<file path="src/rtl/core/wbss_pkg.sv">
// shared types and constants of the wildcard byte signature scanner
`default_nettype none

package wbss_pkg;

    localparam int MAX_PATTERN_DEF = 32;
    localparam int OFFSET_BITS_DEF = 32;
    localparam int SIG_BYTES       = 32;
    localparam int CFG_IDX_W       = 3;
    localparam int CFG_DATA_W      = 64;
    localparam int LEN_W           = 6;
    localparam int REPORT_W        = 32;
    localparam int FIFO_DEPTH      = 4;
    localparam int FIFO_PTR_W      = 2;
    localparam int FIFO_CNT_W      = 3;

    typedef enum logic [CFG_IDX_W-1:0] {
        REG_PATTERN_A  = 3'd0,
        REG_PATTERN_B  = 3'd1,
        REG_PATTERN_C  = 3'd2,
        REG_PATTERN_D  = 3'd3,
        REG_CARE_MASK  = 3'd4,
        REG_LENGTH     = 3'd5,
        REG_FIRST_ONLY = 3'd6
    } cfg_reg_t;

    localparam logic KIND_MATCH   = 1'b0;
    localparam logic KIND_SUMMARY = 1'b1;

    typedef struct packed {
        logic                result_kind;
        logic [REPORT_W-1:0] match_offset;
        logic [REPORT_W-1:0] match_count;
        logic                run_end;
    } result_t;

endpackage

`default_nettype wire

</file>
<file path="src/rtl/core/wbss_config.sv">
// configuration registers and end-aligned signature for the window compare
`default_nettype none

module wbss_config #(
    parameter int MAX_PATTERN = wbss_pkg::MAX_PATTERN_DEF,
    parameter int LEN_CAP     = (MAX_PATTERN < wbss_pkg::SIG_BYTES) ?
                                MAX_PATTERN : wbss_pkg::SIG_BYTES
) (
    input  wire logic                            aclk,
    input  wire logic                            aresetn,
    input  wire logic                            cfg_valid,
    output logic                                 cfg_ready,
    input  wire logic [wbss_pkg::CFG_IDX_W-1:0]  cfg_index,
    input  wire logic [wbss_pkg::CFG_DATA_W-1:0] cfg_data,
    output logic [LEN_CAP*8-1:0]                 sig_aligned,
    output logic [LEN_CAP-1:0]                   care_aligned,
    output logic [wbss_pkg::LEN_W-1:0]           eff_length,
    output logic                                 first_only,
    output logic                                 cfg_settle
);
    import wbss_pkg::*;

    localparam int SH_W = $clog2(LEN_CAP);

    logic [SIG_BYTES*8-1:0] pattern_reg;
    logic [SIG_BYTES-1:0]   care_reg;
    logic [LEN_W-1:0]       length_reg;
    logic                   first_reg;
    logic                   settle_reg;
    logic [LEN_CAP*8-1:0]   sig_al_reg, sig_al_next;
    logic [LEN_CAP-1:0]     care_al_reg, care_al_next;
    logic [LEN_W-1:0]       n_reg, n_next;
    logic [LEN_CAP*8-1:0]   sig_rev;
    logic [LEN_CAP-1:0]     care_rev;
    logic [SH_W-1:0]        shamt;
    logic                   cfg_xfer;

    assign cfg_ready = 1'b1;
    assign cfg_xfer  = cfg_valid & cfg_ready;

    always_ff @(posedge aclk) begin
        if (!aresetn) begin
            pattern_reg <= '0;
            care_reg    <= '0;
            length_reg  <= LEN_W'(1);
            first_reg   <= 1'b0;
            settle_reg  <= 1'b1;
        end else begin
            settle_reg <= cfg_xfer;
            if (cfg_xfer) begin
                case (cfg_index)
                    REG_PATTERN_A:  pattern_reg[0*CFG_DATA_W +: CFG_DATA_W] <= cfg_data;
                    REG_PATTERN_B:  pattern_reg[1*CFG_DATA_W +: CFG_DATA_W] <= cfg_data;
                    REG_PATTERN_C:  pattern_reg[2*CFG_DATA_W +: CFG_DATA_W] <= cfg_data;
                    REG_PATTERN_D:  pattern_reg[3*CFG_DATA_W +: CFG_DATA_W] <= cfg_data;
                    REG_CARE_MASK:  care_reg   <= cfg_data[SIG_BYTES-1:0];
                    REG_LENGTH:     length_reg <= cfg_data[LEN_W-1:0];
                    REG_FIRST_ONLY: first_reg  <= cfg_data[0];
                    default: begin
                    end
                endcase
            end
        end
    end

    // clamp length, then reverse and shift so signature byte n-1-k lines up with window byte k
    always_comb begin
        if (length_reg == '0) begin
            n_next = LEN_W'(1);
        end else if (length_reg > LEN_W'(LEN_CAP)) begin
            n_next = LEN_W'(LEN_CAP);
        end else begin
            n_next = length_reg;
        end
        for (int k = 0; k < LEN_CAP; k++) begin
            sig_rev[8*k +: 8] = pattern_reg[8*(LEN_CAP-1-k) +: 8];
            care_rev[k]       = care_reg[LEN_CAP-1-k];
        end
        shamt        = SH_W'(LEN_W'(LEN_CAP) - n_next);
        sig_al_next  = sig_rev >> {shamt, 3'b000};
        care_al_next = care_rev >> shamt;
    end

    always_ff @(posedge aclk) begin
        sig_al_reg  <= sig_al_next;
        care_al_reg <= care_al_next;
        n_reg       <= n_next;
    end

    assign sig_aligned  = sig_al_reg;
    assign care_aligned = care_al_reg;
    assign eff_length   = n_reg;
    assign first_only   = first_reg;
    assign cfg_settle   = settle_reg;

endmodule

`default_nettype wire

</file>
<file path="src/rtl/core/wbss_match.sv">
// input register, byte window, match compare and scan state
`default_nettype none

module wbss_match #(
    parameter int MAX_PATTERN = wbss_pkg::MAX_PATTERN_DEF,
    parameter int OFFSET_BITS = wbss_pkg::OFFSET_BITS_DEF,
    parameter int LEN_CAP     = (MAX_PATTERN < wbss_pkg::SIG_BYTES) ?
                                MAX_PATTERN : wbss_pkg::SIG_BYTES
) (
    input  wire logic                        aclk,
    input  wire logic                        aresetn,
    input  wire logic                        s_valid,
    output logic                             s_ready,
    input  wire logic [7:0]                  s_data_byte,
    input  wire logic                        s_final_byte,
    input  wire logic [LEN_CAP*8-1:0]        sig_aligned,
    input  wire logic [LEN_CAP-1:0]          care_aligned,
    input  wire logic [wbss_pkg::LEN_W-1:0]  eff_length,
    input  wire logic                        first_only,
    input  wire logic                        cfg_settle,
    input  wire logic                        room_ok,
    output logic [1:0]                       push_cnt,
    output wbss_pkg::result_t                res_a,
    output wbss_pkg::result_t                res_b
);
    import wbss_pkg::*;

    localparam int FILL_W = $clog2(MAX_PATTERN + 1);
    localparam int CMP_W  = (FILL_W > LEN_W) ? FILL_W : LEN_W;

    logic                     in_valid_reg;
    logic [7:0]               in_byte_reg;
    logic                     in_final_reg;
    logic [MAX_PATTERN*8-1:0] window_reg, window_next;
    logic [FILL_W-1:0]        fill_reg, fill_next;
    logic [OFFSET_BITS-1:0]   pos_reg, start_pos;
    logic [REPORT_W-1:0]      hits_reg, hits_inc, hits_after;
    logic                     found_reg;
    logic [LEN_CAP-1:0]       byte_ok;
    logic                     window_hit, fill_ok, hit, proc_fire;

    assign proc_fire = in_valid_reg & room_ok & ~cfg_settle;
    assign s_ready   = ~in_valid_reg | proc_fire;

    always_ff @(posedge aclk) begin
        if (!aresetn) begin
            in_valid_reg <= 1'b0;
        end else if (s_ready) begin
            in_valid_reg <= s_valid;
        end
    end

    always_ff @(posedge aclk) begin
        if (s_valid && s_ready) begin
            in_byte_reg  <= s_data_byte;
            in_final_reg <= s_final_byte;
        end
    end

    always_comb begin
        window_next = {window_reg[(MAX_PATTERN-1)*8-1:0], in_byte_reg};
        fill_next   = (fill_reg == FILL_W'(MAX_PATTERN)) ? fill_reg : fill_reg + FILL_W'(1);
        for (int k = 0; k < LEN_CAP; k++) begin
            byte_ok[k] = ~care_aligned[k] | (window_next[8*k +: 8] == sig_aligned[8*k +: 8]);
        end
        window_hit = &byte_ok;
        fill_ok    = CMP_W'(fill_next) >= CMP_W'(eff_length);
        hit        = window_hit & fill_ok & ~(first_only & found_reg);
        start_pos  = pos_reg + OFFSET_BITS'(1) - OFFSET_BITS'(eff_length);
        hits_inc   = (hits_reg == '1) ? hits_reg : hits_reg + REPORT_W'(1);
        hits_after = hit ? hits_inc : hits_reg;

        res_b.result_kind  = KIND_SUMMARY;
        res_b.match_offset = '0;
        res_b.match_count  = hits_after;
        res_b.run_end      = 1'b1;

        if (hit) begin
            res_a.result_kind  = KIND_MATCH;
            res_a.match_offset = REPORT_W'(start_pos);
            res_a.match_count  = hits_after;
            res_a.run_end      = ~in_final_reg;
        end else begin
            res_a = res_b;
        end

        if (!proc_fire) begin
            push_cnt = 2'd0;
        end else begin
            push_cnt = 2'(hit) + 2'(in_final_reg);
        end
    end

    always_ff @(posedge aclk) begin
        if (proc_fire) begin
            window_reg <= window_next;
        end
    end

    always_ff @(posedge aclk) begin
        if (!aresetn) begin
            fill_reg  <= '0;
            pos_reg   <= '0;
            hits_reg  <= '0;
            found_reg <= 1'b0;
        end else if (proc_fire) begin
            if (in_final_reg) begin
                fill_reg  <= '0;
                pos_reg   <= '0;
                hits_reg  <= '0;
                found_reg <= 1'b0;
            end else begin
                fill_reg  <= fill_next;
                pos_reg   <= pos_reg + OFFSET_BITS'(1);
                hits_reg  <= hits_after;
                found_reg <= found_reg | hit;
            end
        end
    end

endmodule

`default_nettype wire

</file>
<file path="src/rtl/core/wbss_out_fifo.sv">
// four-entry result queue taking up to two results per cycle
`default_nettype none

module wbss_out_fifo (
    input  wire logic              aclk,
    input  wire logic              aresetn,
    input  wire logic [1:0]        push_cnt,
    input  wire wbss_pkg::result_t res_a,
    input  wire wbss_pkg::result_t res_b,
    output logic                   room_ok,
    output logic                   m_valid,
    input  wire logic              m_ready,
    output wbss_pkg::result_t      m_result
);
    import wbss_pkg::*;

    result_t                 entry_reg [FIFO_DEPTH];
    logic [FIFO_PTR_W-1:0]   wptr_reg, rptr_reg;
    logic [FIFO_CNT_W-1:0]   count_reg, count_next;
    logic                    pop;

    assign m_valid  = count_reg != '0;
    assign pop      = m_valid & m_ready;
    assign room_ok  = count_reg <= FIFO_CNT_W'(FIFO_DEPTH - 2);
    assign m_result = entry_reg[rptr_reg];

    always_comb begin
        count_next = count_reg + FIFO_CNT_W'(push_cnt) - FIFO_CNT_W'(pop);
    end

    always_ff @(posedge aclk) begin
        if (push_cnt != 2'd0) begin
            entry_reg[wptr_reg] <= res_a;
        end
        if (push_cnt == 2'd2) begin
            entry_reg[wptr_reg + FIFO_PTR_W'(1)] <= res_b;
        end
    end

    always_ff @(posedge aclk) begin
        if (!aresetn) begin
            wptr_reg  <= '0;
            rptr_reg  <= '0;
            count_reg <= '0;
        end else begin
            wptr_reg  <= wptr_reg + FIFO_PTR_W'(push_cnt);
            rptr_reg  <= rptr_reg + FIFO_PTR_W'(pop);
            count_reg <= count_next;
        end
    end

    a_no_overflow: assert property (@(posedge aclk) disable iff (!aresetn)
        push_cnt != 2'd0 |-> count_reg <= FIFO_CNT_W'(FIFO_DEPTH - 2))
        else $error("result queue written without room");

    a_ptr_count: assert property (@(posedge aclk) disable iff (!aresetn)
        count_reg[FIFO_PTR_W-1:0] == FIFO_PTR_W'(wptr_reg - rptr_reg))
        else $error("queue count out of step with pointers");

    a_pair_kept: assert property (@(posedge aclk) disable iff (!aresetn)
        push_cnt == 2'd2 |=> count_reg >= FIFO_CNT_W'(2))
        else $error("result pair lost");

endmodule

`default_nettype wire

</file>
<file path="src/rtl/core/wildcard_byte_signature_scan.sv">
// top level of the wildcard byte signature scanner
//
// bytes of a memory image arrive on the s_ channel, one per transfer, with
// s_final_byte on the last one. the newest bytes are held in a window and
// compared against the signature (bytes with a clear care bit are wildcards).
// each match (only the first of a run when first_only is set) gives a
// result on the m_ channel carrying its start offset; the final byte also
// gives a summary with the match count. configuration goes over the cfg_
// channel; the user must write it only while the scan is idle, and the
// block itself does not enforce this. throughput: one byte per cycle while
// the queue has room and no configuration write is settling, set by the
// single compare stage; an input giving two results writes both into the
// four-entry queue. a configuration write pauses processing while the
// aligned signature is rebuilt; the same pause follows reset.
// reset clears the scan state and queue and loads default configuration.
// when the receiver stalls the queue fills and s_ready drops once fewer
// than two free entries remain; no result is lost.
`default_nettype none

module wildcard_byte_signature_scan #(
    parameter int MAX_PATTERN = wbss_pkg::MAX_PATTERN_DEF,
    parameter int OFFSET_BITS = wbss_pkg::OFFSET_BITS_DEF
) (
    input  wire logic                            aclk,
    input  wire logic                            aresetn,
    input  wire logic                            s_valid,
    output logic                                 s_ready,
    input  wire logic [7:0]                      s_data_byte,
    input  wire logic                            s_final_byte,
    output logic                                 m_valid,
    input  wire logic                            m_ready,
    output logic                                 m_result_kind,
    output logic [wbss_pkg::REPORT_W-1:0]        m_match_offset,
    output logic [wbss_pkg::REPORT_W-1:0]        m_match_count,
    output logic                                 m_run_end,
    input  wire logic                            cfg_valid,
    output logic                                 cfg_ready,
    input  wire logic [wbss_pkg::CFG_IDX_W-1:0]  cfg_index,
    input  wire logic [wbss_pkg::CFG_DATA_W-1:0] cfg_data
);
    import wbss_pkg::*;

    localparam int LEN_CAP = (MAX_PATTERN < SIG_BYTES) ? MAX_PATTERN : SIG_BYTES;

    logic [LEN_CAP*8-1:0] sig_aligned;
    logic [LEN_CAP-1:0]   care_aligned;
    logic [LEN_W-1:0]     eff_length;
    logic                 first_only;
    logic                 cfg_settle;
    logic                 room_ok;
    logic [1:0]           push_cnt;
    result_t              res_a, res_b, m_result;

    wbss_config #(
        .MAX_PATTERN (MAX_PATTERN),
        .LEN_CAP     (LEN_CAP)
    ) u_config (
        .aclk         (aclk),
        .aresetn      (aresetn),
        .cfg_valid    (cfg_valid),
        .cfg_ready    (cfg_ready),
        .cfg_index    (cfg_index),
        .cfg_data     (cfg_data),
        .sig_aligned  (sig_aligned),
        .care_aligned (care_aligned),
        .eff_length   (eff_length),
        .first_only   (first_only),
        .cfg_settle   (cfg_settle)
    );

    wbss_match #(
        .MAX_PATTERN (MAX_PATTERN),
        .OFFSET_BITS (OFFSET_BITS),
        .LEN_CAP     (LEN_CAP)
    ) u_match (
        .aclk         (aclk),
        .aresetn      (aresetn),
        .s_valid      (s_valid),
        .s_ready      (s_ready),
        .s_data_byte  (s_data_byte),
        .s_final_byte (s_final_byte),
        .sig_aligned  (sig_aligned),
        .care_aligned (care_aligned),
        .eff_length   (eff_length),
        .first_only   (first_only),
        .cfg_settle   (cfg_settle),
        .room_ok      (room_ok),
        .push_cnt     (push_cnt),
        .res_a        (res_a),
        .res_b        (res_b)
    );

    wbss_out_fifo u_out_fifo (
        .aclk     (aclk),
        .aresetn  (aresetn),
        .push_cnt (push_cnt),
        .res_a    (res_a),
        .res_b    (res_b),
        .room_ok  (room_ok),
        .m_valid  (m_valid),
        .m_ready  (m_ready),
        .m_result (m_result)
    );

    assign m_result_kind  = m_result.result_kind;
    assign m_match_offset = m_result.match_offset;
    assign m_match_count  = m_result.match_count;
    assign m_run_end      = m_result.run_end;

endmodule

`default_nettype wire
</file>
<file path="config.mk">
export PLATFORM = sky130hd
export DESIGN_NAME = wildcard_byte_signature_scan
export DESIGN_NICKNAME = d
export VERILOG_FILES = /design/src/rtl/core/wbss_pkg.sv /design/src/rtl/core/wbss_config.sv /design/src/rtl/core/wbss_match.sv /design/src/rtl/core/wbss_out_fifo.sv /design/src/rtl/core/wildcard_byte_signature_scan.sv
export SDC_FILE = /design/constraint.sdc
export NUM_CORES = 2
export LEC_CHECK = 0
export BUFFER_PORTS_ARGS = -buffer_cell sky130_fd_sc_hd__buf_4
export CELL_PAD_IN_SITES_DETAIL_PLACEMENT = 0
export CELL_PAD_IN_SITES_GLOBAL_PLACEMENT = 2
export CORE_ASPECT_RATIO = 0.8
export CORE_MARGIN = 2
export CORE_UTILIZATION = 44
export CTS_BUF_LIST = sky130_fd_sc_hd__clkbuf_16
export CTS_CLUSTER_SIZE = 25
export DETAILED_ROUTE_END_ITERATION = 6
export GPL_ROUTABILITY_DRIVEN = 0
export GPL_TIMING_DRIVEN = 0
export PLACE_DENSITY = 0.95
export SLEW_MARGIN = 0
export SYNTH_ARGS = -nofsm -noshare
export SYNTH_HDL_FRONTEND = slang
export SYNTH_SLANG_ARGS = --single-unit
</file>
<file path="constraint.sdc">
create_clock -name aclk -period 20.3 [get_ports aclk]
set_input_delay 1.015 -clock aclk [delete_from_list [all_inputs] [get_ports aclk]]
set_output_delay 1.015 -clock aclk [all_outputs]
set_load 0.005 [all_outputs]
</file>
==> summary.txt <==
Outcome
  – Status: finished with violations
  – Failing checks: design-rule violations, max-capacitance violations, max-slew violations

Final layout
  – Final Core Density: 0.4993
  – Share of cells above drive strength 1: 0.07913
  – Fillers: 12121
  – Layout Cells excl Fill: just under 8000
  – Max FFs per register: 264
  – Final net count: 6177
  – P&R area growth vs syn: 12.99%

Global routing
  – Global-route wire length before repair: about 330000 µm
  – Antenna violations before repair: 28
  – Gr usage total: 0.3544
  – Largest net degree at the start of global routing: between 70 and 80
  – Vias in the first global route: around 45000
  – Total grt overflow: 0

Place
  – Placed cell count: between 7000 and 8000
  – Dpl hpwl: about 190000 µm
  – IO Port Bufs: ~150

Die
  – Num rows: approximately 120
  – Starting Density: 0.4419
  – Chip Height: about 330 µm
  – Core area: 128900 µm²
  – DIE AREA: 132300 µm²
  – Io pins: 150
  – Die W: around 410 µm

Power
  – Psw: 1.447 mW
  – Int Pwr: just over 4 mW
  – Worst vdd rail ir drop: 0.07271 mV
  – Sequential Power Share: 0.471
  – Lkg Pwr: around 21 nW
  – Sw Share: 0.2633
  – Gate power share: 0.123
  – Clock group share of total power: 0.406
  – Cell Pwr Density: 85.41 nW/µm²

STA
  – Crit path time final: 7909 ps
  – Slew at the pin closest to its max-slew limit: 1629 ps
  – Tcrit/Tclk final: 0.3896
  – Worst slew margin: -0.1172
  – Clock skew: approximately 90 ps
  – Setup violators final: 0
  – Final hold violations: 0
  – Final setup TNS: 0 ps
  – F_max: 0.1264 GHz
  – Max Slew Vio Count: 12
  – RSZ-0062 raised after global routing: no

Flow run
  – Max-cap violation count: 4

Drt
  – DRC Markers: approximately 700
  – Antenna Nets Post-Route: 0
  – Post-DR vias/cell: just over 6
  – Initial DRC count: just over 8000
  – DR pass1 iterations: 7
  – Vias: 49328
  – Routed WL per cell: just over 30 µm
  – WL final: 240500 µm

Yosys
  – Syn_nets: about 5900
  – Synth warn: 0
  – Post-synthesis sequential area ratio: 0.4860
  – Cell count after synthesis: ~5800
  – Yosys reg bits: approximately 1200
  – Number of flops mapped to enable cells by yosys: around 390
  – Top post-synthesis cells by area: dfxtp_1, edfxtp_1, mux2i_1, nand2_1, xnor2_1
  – Mapped cell area: between 50000 and 60000 µm²
  – Main flop type after synthesis: dfxtp_1
  – Syn_area_per_cell: 9.817 µm²
  – Post-synth top area cell: dfxtp_1
  – Post-synth cell types: 87
  – Synth top area share: 0.2830
  – Post-synthesis async set-or-reset flop share: 0

Critical path
  – WP data arrival: about 8500 ps
  – CP Capture Type: register
  – CP Launch Type: register
  – Worst path slowest cell: mux2i_1
  – Maximum net fanout on the critical path: 10
  – CP dominant cell by count: clkbuf_1
  – Worst endpoint required time: ~21000 ps
  – Setup CP Type: register to register
  – Crit-path cells: clkbuf_1, nor2_1, inv_1, clkbuf_1, clkbuf_1, buf_1, clkbuf_1, ha_1, xor2_1, clkbuf_1, buf_1, mux2i_1, mux2i_1, nand2_1, o21ai_0
  – Max incr delay on CP: between 1000 and 1500 ps

Clocking
  – Num CTS Buffers: approximately 120
  – Sink Count: between 1000 and 1500
  – Maximum clock path buffer count: 3
  – Hold Buf Count CTS: 0
  – H-tree levels: 3
  – Setup repair bufs after CTS: 0
  – CTS tree: yes
  – # resized after CTS: 0
  – Worst-path clk slew: about 70 ps
  – Root buffer cell: clkbuf_16
  – Worst-Skew Late Latency: about 800 ps

Worst hold path
  – Hold WC Path Type: input port to register
[cells by family (layout without fill, tap and decap cells)]
group / after synthesis / count (layout) / synth area share
simple gates: 1914 / 1914 / 0.1489
flops: 1190 / 1190 / 0.4860
compound gates: 1151 / 1151 / 0.1332
mux: 713 / 713 / 0.1403
buf+inv: 465 / 831 / 0.03309
xor+xnor: 342 / 342 / 0.05273
fa+ha+maj: 25 / 25 / 0.005756
other cells: 1 / 15 / 0.00006585
[worst paths after layout]
kind / from / slack, ps / cells after the start / end
setup / recovery: u_config.length_reg[5] / 12390 / 15 / u_config.sig_aligned[5]
hold / removal: s_data_byte[7] / 390 / 1 / u_match.in_byte_reg[7]
setup reg to reg: u_config.length_reg[5] / 12390 / 15 / u_config.sig_aligned[5]
hold reg to reg: u_match.window_reg[5] / 440 / 0 / u_match.window_reg[13]
[cell usage after synthesis, drive strengths merged, types with 21 or more instances]
cell type / n
a21o: 30
mux4: 66
nor4: 24
nor2: 308
nand3: 119
dfxtp: 805
ha: 23
a22o: 81
xnor2: 317
o21ai: 259
mux2i: 626
inv: 36
a21oi: 201
nand2: 1067
a21boi: 301
clkbuf: 320
edfxtp: 385
mux2: 21
nand4: 84
a211oi: 78
nor3: 50
buf: 104
nor2b: 42
xor2: 25
and2: 69
a31oi: 45
o22ai: 37
o211ai: 21
or3: 22
and3: 91
[stage by stage]
step / setup slack, ps / power [mW] / hold WS, ps / area (µm²)
after floorplan: 10840 / 2.998 / 410.2 / 56950
after global placement: 6890 / 3.289 / 420.1 / 60240
after detailed placement: 13800 / 3.288 / 427.3 / 60360
after CTS: 13810 / 5.493 / 348.3 / 64320
after global routing: 12590 / 5.645 / 354.5 / 64330
final: 12390 / 5.496 / 390.1 / 64350
[power by group through the flow]
stage	combinational, mW	sequential [mW]	clock (mW)
finish	0.676	2.59	2.23
global route	0.703	2.59	2.35
CTS	0.656	2.58	2.25
detailed placement	0.654	2.63	0
global placement	0.644	2.65	0
floorplan	0.380	2.62	0
[layout make-up]
class	instances	area, µm²	share of cell area
tap	1740	2177	0.03383
clock inverter	95	980.9	0.01524
timing repair buffer	152	1214	0.01886
antenna	14	35.03	0.0005444
sequential	1190	27680	0.4301
buffer	426	1742	0.02707
clock buffer	119	2978	0.04628
multi-input combinational	4146	27400	0.4258
inverter	39	147.6	0.002294
[critical path, delay by kind of cell, from the launching register on]
kind            cells  cell delay, ps
buf+inv             8            3450
mux                 2            2090
xor+xnor            1            1020
simple gates        2             410
fa+ha+maj           1             340
flops               1             310
compound gates      1             140
[routing by layer]
layer	routed length, µm	vias up	share of wire	GRT usage
met2	90610	3641	0.38	0.4590
met4	14250	37	0.059	0.1651
met3	35230	824	0.15	0.1459
met5	765	-	0.0032	0.03401
met1	99650	23731	0.41	0.5016
li1	-	21095	-	-
[layout by cell type (no fill, tap or decap), types with 90 or more instances in the layout]
master / Yosys / layout
a21boi_0: 301 / 301
a21oi_1: 201 / 201
and3_1: 90 / 90
buf_4: 6 / 154
clkbuf_1: 314 / 313
clkbuf_16: 0 / 119
dfxtp_1: 805 / 805
edfxtp_1: 385 / 385
mux2i_1: 626 / 626
nand2_1: 1067 / 1067
nand3_1: 118 / 118
nor2_1: 308 / 308
o21ai_0: 253 / 253
xnor2_1: 316 / 316
No activity file was read; power rests on OpenSTA's default activity.
